### config.mk
export PLATFORM = sky130hd
export DESIGN_NAME = integer_to_ascii_formatter_top
export DESIGN_NICKNAME = d
export VERILOG_FILES = /design/src/rtl/core/i2a_pkg.sv /design/src/rtl/core/i2a_div.sv /design/src/rtl/core/integer_to_ascii_formatter_top.sv
export SDC_FILE = /design/constraint.sdc
export NUM_CORES = 1
export LEC_CHECK = 0
export BUFFER_PORTS_ARGS = -buffer_cell sky130_fd_sc_hd__buf_2
export CORE_MARGIN = 8
export CORE_UTILIZATION = 66
export CTS_CLUSTER_SIZE = 24
export DETAILED_ROUTE_END_ITERATION = 10
export PLACE_DENSITY = 0.93
export SLEW_MARGIN = 10
export SYNTH_ARGS = -nofsm -noshare
export SYNTH_HDL_FRONTEND = slang
export SYNTH_SLANG_ARGS = --single-unit
### constraint.sdc
create_clock -name clk -period 8.3 [get_ports clk]
set_input_delay 0.83 -clock clk [delete_from_list [all_inputs] [get_ports clk]]
set_output_delay 0.83 -clock clk [all_outputs]
set_load 0.01 [all_outputs]
### src/rtl/core/i2a_pkg.sv
// Integer-to-ASCII formatter: shared types, kind codes and character constants.
// Used by i2a_div and integer_to_ascii_formatter_top; no dependencies.
`timescale 1ns / 1ps

package i2a_pkg;

  localparam logic [1:0] KIND_UDEC  = 2'd0;
  localparam logic [1:0] KIND_SDEC  = 2'd1;
  localparam logic [1:0] KIND_HEX_L = 2'd2;
  localparam logic [1:0] KIND_HEX_U = 2'd3;

  localparam logic [7:0] CH_MINUS = 8'h2D;
  localparam logic [7:0] CH_SPACE = 8'h20;
  localparam logic [7:0] CH_ZERO  = 8'h30;
  localparam logic [7:0] CH_A_UP  = 8'h41;
  localparam logic [7:0] CH_A_LO  = 8'h61;

  localparam int unsigned DIGIT_DEPTH = 10;

  // reciprocal of ten, exact for any 32-bit dividend with a shift of 35
  localparam logic [31:0] RECIP_TEN = 32'hCCCC_CCCD;
  localparam int unsigned RECIP_SHIFT = 35;

  typedef struct packed {
    logic [1:0]  kind;
    logic [31:0] value;
    logic [4:0]  field_width;
    logic        zero_pad;
  } in_word_t;

  typedef struct packed {
    logic [7:0] character;
    logic       last;
  } out_word_t;

  function automatic logic [7:0] digit_char(input logic [3:0] d, input logic upper);
    logic [7:0] base_ch;
    if (d < 4'd10) begin
      digit_char = CH_ZERO + {4'd0, d};
    end else begin
      base_ch = upper ? CH_A_UP : CH_A_LO;
      digit_char = base_ch + {4'd0, d} - 8'd10;
    end
  endfunction

endpackage

### src/rtl/core/i2a_div.sv
// Shared divide-by-base unit: one digit and quotient per step, base ten or sixteen.
// Depends on i2a_pkg. Decimal needs load in the cycle before, to register the reciprocal product.
`timescale 1ns / 1ps

module i2a_div (
  input  logic        clk,
  input  logic        load,
  input  logic        hex,
  input  logic [31:0] x,
  output logic [31:0] quo,
  output logic [3:0]  digit
);

  localparam int unsigned QW = 32 - i2a_pkg::RECIP_SHIFT + 32;

  logic [63:0]   prod;
  logic [QW-1:0] q_r;
  logic [3:0]    q_ten_lo;

  assign prod = 64'(x) * 64'(i2a_pkg::RECIP_TEN);

  always_ff @(posedge clk) begin
    if (load) begin
      q_r <= prod[63:i2a_pkg::RECIP_SHIFT];
    end
  end

  // only the low nibble of q*10 is needed: the remainder is below ten
  assign q_ten_lo = 4'({q_r[0], 3'b000} + {q_r[2:0], 1'b0});

  always_comb begin
    if (hex) begin
      quo   = {4'd0, x[31:4]};
      digit = x[3:0];
    end else begin
      quo   = 32'(q_r);
      digit = x[3:0] - q_ten_lo;
    end
  end

endmodule

### src/rtl/core/integer_to_ascii_formatter_top.sv
// Integer-to-ASCII formatter top level: sequencer, digit store and output register.
// Depends on i2a_pkg and i2a_div.
`timescale 1ns / 1ps

// Usage
//   in_valid/in_ready/in_word carries one value with its kind (unsigned or signed
//   decimal, lower or upper hex), field width and zero-pad flag. out_valid/
//   out_ready/out_word returns one ASCII character per word, last set on the
//   final character of the run: optional '-', pad characters, then digits MSB first.
//   Digits are produced by one shared divide unit, least significant first:
//   in decimal each digit passes S_MUL (reciprocal multiply), then S_DIG
//   (remainder); in hex S_DIG alone. S_PREP then sizes the padding.
//   Characters then leave at one per cycle from the output register while
//   the receiver holds out_ready high, up to 31 of them. in_ready rises again
//   once the last character is loaded into the output register.
//   in_ready is low while an item is being worked on. If the receiver stalls,
//   the output register holds its word and the sequencer waits.
//   Reset (rst_n low, synchronous) returns the sequencer to idle and empties
//   the output register.
module integer_to_ascii_formatter_top #(
  parameter int MAX_WIDTH = 31
) (
  input  logic              clk,
  input  logic              rst_n,
  input  logic              in_valid,
  output logic              in_ready,
  input  i2a_pkg::in_word_t in_word,
  output logic              out_valid,
  input  logic              out_ready,
  output i2a_pkg::out_word_t out_word
);

  localparam int WCAP = (MAX_WIDTH < 31) ? MAX_WIDTH : 31;

  localparam logic [2:0] S_IDLE = 3'd0;
  localparam logic [2:0] S_MUL  = 3'd1;
  localparam logic [2:0] S_DIG  = 3'd2;
  localparam logic [2:0] S_PREP = 3'd3;
  localparam logic [2:0] S_EMIT = 3'd4;

  logic [2:0]  state_r, state_nxt;
  logic [31:0] rem_r, rem_nxt;
  logic [3:0]  cnt_r, cnt_nxt;
  logic [4:0]  wid_r, wid_nxt;
  logic [4:0]  pad_r, pad_nxt;
  logic        neg_r, neg_nxt;
  logic        hex_r, hex_nxt;
  logic        upper_r, upper_nxt;
  logic        zpad_r, zpad_nxt;
  logic        out_valid_r, out_valid_nxt;
  i2a_pkg::out_word_t out_r, out_nxt;

  logic [3:0]  dstore_r [i2a_pkg::DIGIT_DEPTH];

  logic        in_acc;
  logic        slot_free;
  logic        in_neg;
  logic [4:0]  in_wid;
  logic [31:0] quo;
  logic [3:0]  dig;
  logic [3:0]  rd_idx;

  assign in_ready  = (state_r == S_IDLE);
  assign in_acc    = in_valid && in_ready;
  assign slot_free = !out_valid_r || out_ready;
  assign out_valid = out_valid_r;
  assign out_word  = out_r;
  assign rd_idx    = cnt_r - 4'd1;

  assign in_neg = (in_word.kind == i2a_pkg::KIND_SDEC) && in_word.value[31];
  assign in_wid = (7'(in_word.field_width) > 7'(WCAP)) ? 5'(WCAP) : in_word.field_width;

  i2a_div u_div (
    .clk   (clk),
    .load  (state_r == S_MUL),
    .hex   (hex_r),
    .x     (rem_r),
    .quo   (quo),
    .digit (dig)
  );

  always_comb begin
    state_nxt     = state_r;
    rem_nxt       = rem_r;
    cnt_nxt       = cnt_r;
    wid_nxt       = wid_r;
    pad_nxt       = pad_r;
    neg_nxt       = neg_r;
    hex_nxt       = hex_r;
    upper_nxt     = upper_r;
    zpad_nxt      = zpad_r;
    out_valid_nxt = out_valid_r && !out_ready;
    out_nxt       = out_r;
    case (state_r)
      S_IDLE: begin
        if (in_acc) begin
          hex_nxt   = in_word.kind[1];
          upper_nxt = (in_word.kind == i2a_pkg::KIND_HEX_U);
          zpad_nxt  = in_word.zero_pad;
          neg_nxt   = in_neg;
          rem_nxt   = in_neg ? (32'd0 - in_word.value) : in_word.value;
          // a sign takes one place of the field
          wid_nxt   = (in_neg && (in_wid != 5'd0)) ? in_wid - 5'd1 : in_wid;
          cnt_nxt   = 4'd0;
          state_nxt = in_word.kind[1] ? S_DIG : S_MUL;
        end
      end
      S_MUL: begin
        state_nxt = S_DIG;
      end
      S_DIG: begin
        rem_nxt = quo;
        cnt_nxt = cnt_r + 4'd1;
        if (quo == 32'd0) begin
          state_nxt = S_PREP;
        end else begin
          state_nxt = hex_r ? S_DIG : S_MUL;
        end
      end
      S_PREP: begin
        pad_nxt   = (wid_r > 5'(cnt_r)) ? wid_r - 5'(cnt_r) : 5'd0;
        state_nxt = S_EMIT;
      end
      S_EMIT: begin
        if (slot_free) begin
          out_valid_nxt = 1'b1;
          out_nxt.last  = 1'b0;
          if (neg_r) begin
            out_nxt.character = i2a_pkg::CH_MINUS;
            neg_nxt           = 1'b0;
          end else if (pad_r != 5'd0) begin
            out_nxt.character = zpad_r ? i2a_pkg::CH_ZERO : i2a_pkg::CH_SPACE;
            pad_nxt           = pad_r - 5'd1;
          end else begin
            out_nxt.character = i2a_pkg::digit_char(dstore_r[rd_idx], upper_r);
            cnt_nxt           = cnt_r - 4'd1;
            if (cnt_r == 4'd1) begin
              out_nxt.last = 1'b1;
              state_nxt    = S_IDLE;
            end
          end
        end
      end
      default: begin
        state_nxt = S_IDLE;
      end
    endcase
  end

  always_ff @(posedge clk) begin
    if (!rst_n) begin
      state_r     <= S_IDLE;
      out_valid_r <= 1'b0;
      neg_r       <= 1'b0;
      cnt_r       <= 4'd0;
      pad_r       <= 5'd0;
    end else begin
      state_r     <= state_nxt;
      out_valid_r <= out_valid_nxt;
      neg_r       <= neg_nxt;
      cnt_r       <= cnt_nxt;
      pad_r       <= pad_nxt;
    end
  end

  always_ff @(posedge clk) begin
    rem_r   <= rem_nxt;
    wid_r   <= wid_nxt;
    hex_r   <= hex_nxt;
    upper_r <= upper_nxt;
    zpad_r  <= zpad_nxt;
    out_r   <= out_nxt;
    if (state_r == S_DIG) begin
      dstore_r[cnt_r] <= dig;
    end
  end

  // decimal remainder from the reciprocal must land below ten
  a_dec_digit: assert property (@(posedge clk) disable iff (!rst_n)
    (state_r == S_DIG && !hex_r) |-> (dig < 4'd10))
    else $error("decimal digit out of range");

  a_cnt_bound: assert property (@(posedge clk) disable iff (!rst_n)
    (state_r == S_DIG) |-> (cnt_r < 4'd10))
    else $error("digit store overrun");

  a_emit_has_digit: assert property (@(posedge clk) disable iff (!rst_n)
    (state_r == S_EMIT) |-> (cnt_r != 4'd0))
    else $error("emitting with empty digit store");

  a_busy_after_accept: assert property (@(posedge clk) disable iff (!rst_n)
    in_acc |=> !in_ready)
    else $error("ready while an item is in progress");

  a_last_ends_run: assert property (@(posedge clk) disable iff (!rst_n)
    (state_r == S_EMIT && slot_free && !neg_r && pad_r == 5'd0 && cnt_r == 4'd1)
      |=> (out_valid && out_word.last && in_ready))
    else $error("final character not marked");

endmodule
==> results by group, run 1 <==
Yosys
  – Synth Area in Adders: about 53%
  – Syn. warnings: 0
  – Mux cell area share after synthesis: ~2.2%
  – Synth Instances: 2258
  – EDFF count, synth: 117
  – Syn_area_per_cell: ~10 sq um
  – Synth cell types: 71
  – Post-Syn Area: roughly 23000 sq um
  – Synthesized flop and latch total: 131
  – Post-Synth XOR/XNOR Area: 4.411%
  – Complex-gate fraction of the synthesized area: approximately 8.4%
  – Post-synthesis sequential area ratio: around 16%
  – Ys async rst share: 0%
  – Simple-gate share of the synthesized area: 6.473%
  – Top FF cell, synth: edfxtp_1
  – Main combinational cell family by area after synthesis: adder cells
  – Syn_nets: between 3000 and 4000

STA
  – Slew margin rel.: between 10% and 20%
  – Max Clock Skew: about 0.012 ns
  – Hold Vio Cnt, Final: 0
  – Final setup margin: 0.2703 ns
  – RSZ-0062 raised after global routing: true
  – Fin crit share: 96.74%
  – Period minus WS final: between 8 and 9 ns
  – Max Clock Freq: between 0.1 and 0.15 GHz
  – Max Transition Viols Final: 0
  – Setup violators final: 0
  – Slew at the pin closest to its max-slew limit: between 1 and 1.5 ns

Layout
  – Area of the multi-input gates: between 15000 and 20000 sq um
  – Most common cell after layout, fill and taps aside: inv_1
  – Post-layout util: 71.02%
  – Register area: approximately 3800 sq um
  – Commonest cells after routing, fill and taps aside: inv_1 (570), fa_1 (387), ha_1 (360), edfxtp_1 (117), a21oi_1 (93)
  – Ant diodes: 0
  – Area growth syn-to-layout: 6.772%
  – Layout cells sized above 1: a little over 7%
  – Nets@finish: roughly 3100
  – Fillers: ~2500

Clock network
  – CTS max path bufs: 2
  – Reg clk slew, reported paths: about 0.07 ns
  – Clock net sink count: 131
  – Root Buffer: clkbuf_16
  – CTS tree: done
  – Clock insertion delay at the later pin of the skew report: 0.43 ns
  – Number of CTS-inserted buffers: 17
  – H-tree depth: 4

Route
  – WL/cell: approximately 24 um
  – Pre-antenna DRT Iters: 6
  – Final wirelength: roughly 67000 um
  – Detailed-route via count: 17020
  – Vias/cell: 6.070
  – Initial DRC Count: ~1900
  – Post-route ant nets: 0
  – DRC: 0

GRT
  – Gr usage total: between 30% and 40%
  – Vias in the first global route: about 18000
  – Pin count of the biggest net entering global routing: between 40 and 50
  – GRT Residual Overflow: 0
  – Initial antenna violation count: 1
  – First-pass GRT wire length: ~100000 um

Die
  – Die Ht: roughly 200 um
  – Die width: ~200 um
  – Row count: just under 70
  – Die area: approximately 42000 sq um
  – Core footprint: between 30000 and 40000 sq um
  – Initial Util: 66.51%
  – # IOs: 55

Setup path
  – CP max FO: 9
  – Crit path kind: reg -> reg
  – Worst Setup End Kind: register
  – Arrival time worst endpoint: 8.20 ns
  – WP data required: around 8.5 ns
  – Worst Setup Start Kind: register

Placement
  – Post-DP HPWL: slightly below 60000 um
  – GP Congestion: 1.030
  – Post-Place Worst Slack: roughly 0.29 ns
  – Port Buffers: between 50 and 60

Min path
  – Min-Delay Path Class: reg -> reg

Job
  – Max-cap viol count: 0

Outcome
  – Status: completed
## critical path, stage by stage (launching register included)
cell      delay (ns)
edfxtp_1        0.67
ha_2            0.44
xor2_1          0.21
ha_1            0.27
or2_2           0.32
fa_1            0.49
fa_1            0.61
fa_1            0.47
fa_1            0.47
fa_1            0.49
inv_1           0.05
fa_1            0.47
inv_1           0.04
ha_1            0.34
nand4_1         0.15
nor2_1          0.21
nand4_1         0.24
nor3_2          0.32
a211oi_4        0.19
a21o_1          0.25
o22a_2          0.26
o41ai_4         0.48
and4_1          0.26
nor3_1          0.06
## cells by family (layout without fill, tap and decap cells)
logic type,count (synthesis),count (layout)
flip-flops,131,131
multiplexers,40,40
XOR/XNOR,118,118
adder cells (fa/ha/maj),752,752
other,1,1
AND/OR/NAND/NOR,305,305
buffers and inverters,609,693
AO/OA/AOI/OAI,302,302
## synth_stat cells (5+ instances only)
cell | count | share of area [%]
a211oi_1 | 7 | 0.22
a21o_1 | 53 | 1.7
a21oi_1 | 93 | 2.0
a31oi_1 | 5 | 0.13
and2_1 | 17 | 0.45
and3_1 | 12 | 0.32
buf_1 | 7 | 0.11
clkbuf_1 | 30 | 0.48
dfxtp_1 | 14 | 1.2
edfxtp_1 | 117 | 15
fa_1 | 387 | 33
ha_1 | 365 | 19
inv_1 | 570 | 9.1
mux2_2 | 8 | 0.38
mux2i_1 | 24 | 1.0
mux4_2 | 8 | 0.77
nand2_1 | 86 | 1.4
nand2b_1 | 7 | 0.19
nand3_1 | 13 | 0.28
nand4_1 | 18 | 0.48
nor2_1 | 81 | 1.3
nor2b_1 | 13 | 0.35
nor3_1 | 21 | 0.45
nor4_1 | 12 | 0.32
o21a_1 | 7 | 0.22
o21ai_0 | 63 | 1.3
o21ai_1 | 7 | 0.15
o21bai_1 | 9 | 0.29
o22ai_1 | 5 | 0.13
o31ai_1 | 7 | 0.22
or3_1 | 5 | 0.13
xnor2_1 | 57 | 2.1
xor2_1 | 61 | 2.3
## final timing paths
| check | from | to | depth (start not counted) | slack (ns) |
|---|---|---|---|---|
| max | rem_r[1] | u_div.q_r[28] | 23 | 0.27 |
| min | pad_r[0] | pad_r[0] | 1 | 0.56 |
| max reg2reg | rem_r[1] | u_div.q_r[28] | 23 | 0.27 |
| min reg2reg | pad_r[0] | pad_r[0] | 1 | 0.56 |
## timing repair
action | 4_1_cts | 5_1_grt
hold buffers | 0 | 0
resized for setup | 0 | 8
buffers inserted | 0 | 2
endpoints found under the setup margin | 0 | 7
## cell type report
| cell class | count | share of cell area [%] |
|---|---|---|
| Multi-Input combinational cell | 1518 | 69.50 |
| Timing Repair Buffer | 91 | 2.201 |
| Tap cell | 461 | 2.306 |
| Inverter | 570 | 8.553 |
| Clock buffer | 17 | 1.701 |
| Clock inverter | 15 | 0.5752 |
| Sequential cell | 131 | 15.17 |
## per-layer routing
metal / global-route usage [%] / routed length, um / up-vias / part of all wire, %
met4: 19.03 / 4972 / 2 / 7.4
met1: 40.45 / 24840 / 8491 / 37
met3: 4.422 / 4774 / 234 / 7.1
met5: 0 / 13 / - / 0.019
li1: - / - / 7427 / -
met2: 56.73 / 32710 / 861 / 49
## sequential cells by signal, summed over array words and instances (netlist names), 3 cells and up
register   count
pad_r          5
rem_r         32
wid_r          5
cnt_r          4
out_word       8
dstore_r      40
state_r        3
u_div.q_r     29
## through the flow
stage	area (sq um)	cells	setup TNS, ns	hold slack, ns
2_1_floorplan	23430	2258	0	0.4942
3_3_place_gp	24390	2769	0	0.5070
3_5_place_dp	24390	2769	0	0.5384
4_1_cts	24960	2801	0	0.5581
5_1_grt	25020	2803	-0.09363	0.5648
6_report	25020	2803	0	0.5619
Power of run 1 is not shown: default switching activity piles up to over one toggle a cycle in this logic, so the estimate is an artifact.
==> run 2, diff against run 1 <==
--- a/config.mk
+++ b/config.mk
@@ -5,11 +5,11 @@
 export SDC_FILE = /design/constraint.sdc
 export NUM_CORES = 1
 export LEC_CHECK = 0
-export BUFFER_PORTS_ARGS = -buffer_cell sky130_fd_sc_hd__buf_2
 export CORE_MARGIN = 8
-export CORE_UTILIZATION = 66
+export CORE_UTILIZATION = 67
 export CTS_CLUSTER_SIZE = 24
 export DETAILED_ROUTE_END_ITERATION = 10
+export DONT_BUFFER_PORTS = 1
 export PLACE_DENSITY = 0.93
 export SLEW_MARGIN = 10
 export SYNTH_ARGS = -nofsm -noshare
==> results by group, run 2 (same netlist as run 1, synthesis figures left out) <==
Setup path
  – Crit path cell chain: ha_1, inv_1, fa_1, inv_1, fa_1, inv_1, fa_1, inv_1, fa_1, fa_1, fa_1, fa_1, ha_1, a21oi_1, o211ai_1, a311oi_1, nor2_1, a211oi_2, a21boi_1, a221oi_2, o21ai_1, a221oi_1, xnor2_1
  – CP max stage delay: between 0.5 and 0.6 ns
  – CP max FO: 6
  – WP data required: 8.48 ns
  – Buf/Inv on CP: 4
  – Crit path kind: reg -> reg
  – Worst Setup Start Kind: register
  – Worst Setup End Kind: register
  – CP max stage cell: fa_1
  – Cell mode on critical path: fa_1
  – Crit path max-delay family: adder cells
  – Arrival time worst endpoint: around 8.3 ns

Layout
  – Number of flip-flops in the largest register: 40
  – Fillers: between 2000 and 2500
  – Register area: around 3800 sq um
  – Nets@finish: about 3000
  – Fin area: 24690 sq um
  – Layout cells sized above 1: under 10%
  – Biggest regs: dstore_r x40, rem_r x32, u_div.q_r x29
  – Area of the multi-input gates: 17360 sq um
  – Most common cell after layout, fill and taps aside: inv_1
  – Area growth syn-to-layout: 5.372%
  – Largest reg by FF count: dstore_r
  – Ant diodes: 0
  – Post-layout util: ~72%
  – Commonest cells after routing, fill and taps aside: inv_1 (570), fa_1 (387), ha_1 (362), edfxtp_1 (117), a21oi_1 (93)

Clock network
  – Clock net sink count: roughly 130
  – CTS tree: done
  – H-tree depth: 4
  – Clock insertion delay at the later pin of the skew report: 0.43 ns
  – Reg clk slew, reported paths: about 0.070 ns
  – Number of CTS-inserted buffers: 17
  – Root Buffer: clkbuf_16
  – CTS max path bufs: 2

Route
  – WL/cell: about 25 um
  – Initial DRC Count: around 1800
  – Post-route ant nets: 0
  – DRC: 0
  – Final wirelength: approximately 67000 um
  – Pre-antenna DRT Iters: 6
  – Detailed-route via count: between 15000 and 20000
  – Vias/cell: slightly above 6

GRT
  – Pin count of the biggest net entering global routing: 47
  – GRT Residual Overflow: 0
  – Vias in the first global route: roughly 18000
  – First-pass GRT wire length: roughly 100000 um
  – Initial antenna violation count: 0
  – Gr usage total: roughly 34%

Die
  – Initial Util: just under 70%
  – Die Ht: 203.0 um
  – Die width: just over 200 um
  – # IOs: 55
  – Core footprint: 34460 sq um
  – Die area: between 40000 and 50000 sq um
  – Row count: between 60 and 70

Job
  – Max-cap viol count: 0

Outcome
  – Status: completed

STA
  – RSZ-0062 raised after global routing: true
  – Period minus WS final: roughly 8 ns
  – Slew at the pin closest to its max-slew limit: 1.171 ns
  – TNS Setup: 0 ns
  – Fin crit share: between 90% and 100%
  – Max Clock Freq: 0.1232 GHz
  – Setup violators final: 0
  – Max Transition Viols Final: 0
  – Max Clock Skew: roughly 0.011 ns
  – Hold Vio Cnt, Final: 0
  – Slew margin rel.: between 20% and 30%

Placement
  – Port Buffers: 0
  – Placed Area: 24050 sq um
  – GP Congestion: about 1.1
  – Post-DP HPWL: just under 60000 um

Min path
  – Min-Delay Path Class: in -> reg
run 2: layer usage:
metal  part of all wire, %  vias to the layer above  GRT usage (%)
li1                      -                     7293              -
met1                    36                     8482          39.23
met2                    48                      892          56.24
met3                   7.6                      258          6.328
met4                   7.9                        0          22.09
met5                     0                        -              0
run 2: layout make-up:
| type | count | area share, % |
|---|---|---|
| clock buffers | 18 | 1.738 |
| inverters | 570 | 8.667 |
| multi-input cells | 1518 | 70.32 |
| clock inverters | 14 | 0.7856 |
| flip-flops and latches | 131 | 15.37 |
| well taps | 455 | 2.306 |
| repair buffers | 27 | 0.8210 |
run 2: repair_timing:
action | CTS | global route
hold buffers | 0 | 0
endpoints found under the setup margin | 0 | 4
setup buffers | 0 | 0
resized for setup | 0 | 3
run 2: through the flow:
| step | worst slack, ns | hold WS [ns] | std cells |
|---|---|---|---|
| final | 0.1843 | 0.4989 | 2733 |
| after global routing | -0.01625 | 0.4924 | 2733 |
| after CTS | 0.2988 | 0.4957 | 2733 |
| after detailed placement | 0.3085 | 0.5201 | 2701 |
| after global placement | 0.4770 | 0.5071 | 2701 |
| after floorplan | 1.222 | 0.4942 | 2258 |
run 2: worst paths after layout:
kind / startpoint / to / slack, ns / depth (start not counted)
min reg2reg: pad_r[1] / pad_r[1] / 0.56 / 1
max reg2reg: rem_r[10] / u_div.q_r[26] / 0.18 / 23
max: rem_r[10] / u_div.q_r[26] / 0.18 / 23
min: in_word[0] / zpad_r / 0.50 / 0
Power of run 2 is left out for the same reason.
==> run 3, diff against run 2 <==
--- a/config.mk
+++ b/config.mk
@@ -5,6 +5,7 @@
 export SDC_FILE = /design/constraint.sdc
 export NUM_CORES = 1
 export LEC_CHECK = 0
+export ABC_AREA = 1
 export CORE_MARGIN = 8
 export CORE_UTILIZATION = 67
 export CTS_CLUSTER_SIZE = 24
==> results by group, run 3 <==
STA
  – RSZ-0062 raised after global routing: false
  – TNS Setup: 0 ns
  – Period minus WS final: about 7.1 ns
  – Hold Vio Cnt, Final: 0
  – Max Clock Skew: roughly 0.015 ns
  – Max Transition Viols Final: 0
  – Slew at the pin closest to its max-slew limit: 1.118 ns
  – Slew margin rel.: about a quarter
  – Setup violators final: 0
  – Fin crit share: ~86%
  – Max Clock Freq: around 0.14 GHz

Clock network
  – Reg clk slew, reported paths: 0.07 ns
  – Clock insertion delay at the later pin of the skew report: approximately 0.45 ns
  – Post-CTS resize count: 0
  – CTS max path bufs: 2
  – Postcts setup bufs: 0
  – Root Buffer: clkbuf_16
  – CTS Hold Buffers Added: 0
  – H-tree depth: 4
  – CTS tree: done
  – Clock net sink count: approximately 130
  – Number of CTS-inserted buffers: 17

Min path
  – Min-Delay Path Class: in -> reg

Layout
  – Biggest regs: dstore_r x40, rem_r x32, u_div.q_r x29
  – Layout cells sized above 1: under 10%
  – Number of flip-flops in the largest register: 40
  – Area growth syn-to-layout: 4.260%
  – Ant diodes: 0
  – Largest reg by FF count: dstore_r
  – Commonest cells after routing, fill and taps aside: inv_1 (882), nand2_1 (673), fa_1 (387), ha_1 (365), nor2_1 (189)
  – Nets@finish: 4001
  – Most common cell after layout, fill and taps aside: inv_1

Die
  – Core footprint: between 30000 and 40000 sq um
  – Die area: between 40000 and 50000 sq um
  – Die width: between 200 and 250 um
  – Die Ht: between 200 and 250 um
  – # IOs: 55
  – Row count: a little over 70
  – Initial Util: 67.57%

Setup path
  – Worst Setup Start Kind: register
  – CP max stage cell: edfxtp_1
  – CP max stage delay: between 0.5 and 0.6 ns
  – Reg2reg setup slack: 1.16 ns
  – WP data required: between 8 and 9 ns
  – Worst Setup End Kind: register
  – Arrival time worst endpoint: 7.33 ns
  – CP max FO: 6
  – Crit path kind: reg -> reg

Yosys
  – Syn_area_per_cell: 8.116 sq um
  – Syn. warnings: 0
  – Area leader, netlist: fa_1
  – Top-count cell post-synth: inv_1
  – Ranking of synthesized cells by area: fa_1 (30%), ha_1 (18%), edfxtp_1 (13%)
  – Ys async rst share: 0%
  – Share of the synthesized area in the top cell type: between 20 and 30%
  – Post-synth top cells: inv_1 (882), nand2_1 (674), fa_1 (387)
  – Top FF cell, synth: edfxtp_1
  – Syn_nets: about 4000
  – Synthesized flop and latch total: about 130
  – Post-synthesis sequential area ratio: 14.56%
  – Post-Syn Area: between 20000 and 30000 sq um
  – EDFF count, synth: ~120
  – Synth Instances: approximately 3200
  – Synth cell types: 43

GRT
  – Vias in the first global route: roughly 23000
  – Initial antenna violation count: 2
  – Pin count of the biggest net entering global routing: 65
  – Most used routing layer in global routing: met2
  – Routing usage on met1: 44.06%
  – Gr usage total: 36.95%
  – First-pass GRT wire length: 125500 um
  – Met2 Track Usage GR: 57.67%
  – GRT Residual Overflow: 0
  – M3 GR Usage: under 10%

Route
  – DRC: 1
  – Pre-antenna DRT Iters: 11
  – Final wirelength: 80950 um
  – Detailed-route via count: ~22000
  – Initial DRC Count: ~2600
  – Post-route ant nets: 0
  – WL/cell: between 20 and 25 um
  – Vias/cell: 5.876

Outcome
  – Failing checks: DRC
  – Status: finished, violations left

Job
  – Max-cap viol count: 0

Placement
  – Port Buffers: 0
  – GP Congestion: about 1.1
  – Post-DP HPWL: between 60000 and 70000 um
run 3: changes by cell type after synthesis, moves of 15 or more:
| cell | before | now |
|---|---|---|
| o21ai_0 | 63 | 99 |
| nor2_1 | 81 | 189 |
| clkbuf_1 | 30 | 14 |
| a21o_1 | 53 | 6 |
| nand3_1 | 13 | 119 |
| xnor2_1 | 57 | 12 |
| nand2_1 | 86 | 674 |
| mux2i_1 | 24 | 0 |
| inv_1 | 570 | 882 |
| and2_1 | 17 | 2 |
run 3: cell families after synthesis:
family	share of synthesized area [%]
adder cells (fa/ha/maj)	47.27
buffers and inverters	13.52
flip-flops	14.56
AND/OR/NAND/NOR	16.70
AO/OA/AOI/OAI	5.413
XOR/XNOR	2.517
other	0.01439
run 3: area by class of cell:
type,instances,area [sq um]
clock buffer,18,429.2
clock inverter,14,140.1
fill,2972,11390
inverter,890,3341
multi-input combinational,2156,18740
sequential,131,3794
tap,518,648.1
timing repair buffer,9,67.56
run 3: final timing paths:
kind / to / from / cells past startpoint
setup / recovery: u_div.q_r[17] / rem_r[21] / 25
hold / removal: zpad_r / in_word[0] / 0
setup reg to reg: u_div.q_r[17] / rem_r[21] / 25
hold reg to reg: pad_r[4] / pad_r[4] / 2
run 3: per-layer routing:
metal | share of wire, % | wire length [um]
met1 | 35 | 28480
met2 | 44 | 35860
met4 | 9.4 | 7572
met5 | 0 | 0
met3 | 11 | 9039
run 3: stage by stage:
stage	hold WS (ns)	utilization [%]	worst slack, ns	instances	cell area (sq um)
after floorplan	0.5028	-	2.157	3210	26050
after global placement	0.5262	68.97	1.363	3704	26590
after detailed placement	0.5406	68.97	1.305	3704	26590
after CTS	0.4725	70.45	1.255	3736	27160
after global routing	0.4670	70.45	0.9113	3736	27160
final	0.4754	70.45	1.163	3736	27160
run 3: worst max-delay path, delay by kind of cell, from the launching register on:
kind	cells	cell delay (ns)
compound gates	2	0.60
fa+ha+maj	9	4.43
buf+inv	7	0.46
flops	1	0.59
simple gates	7	0.78
Power of run 3 is left out for the same reason.
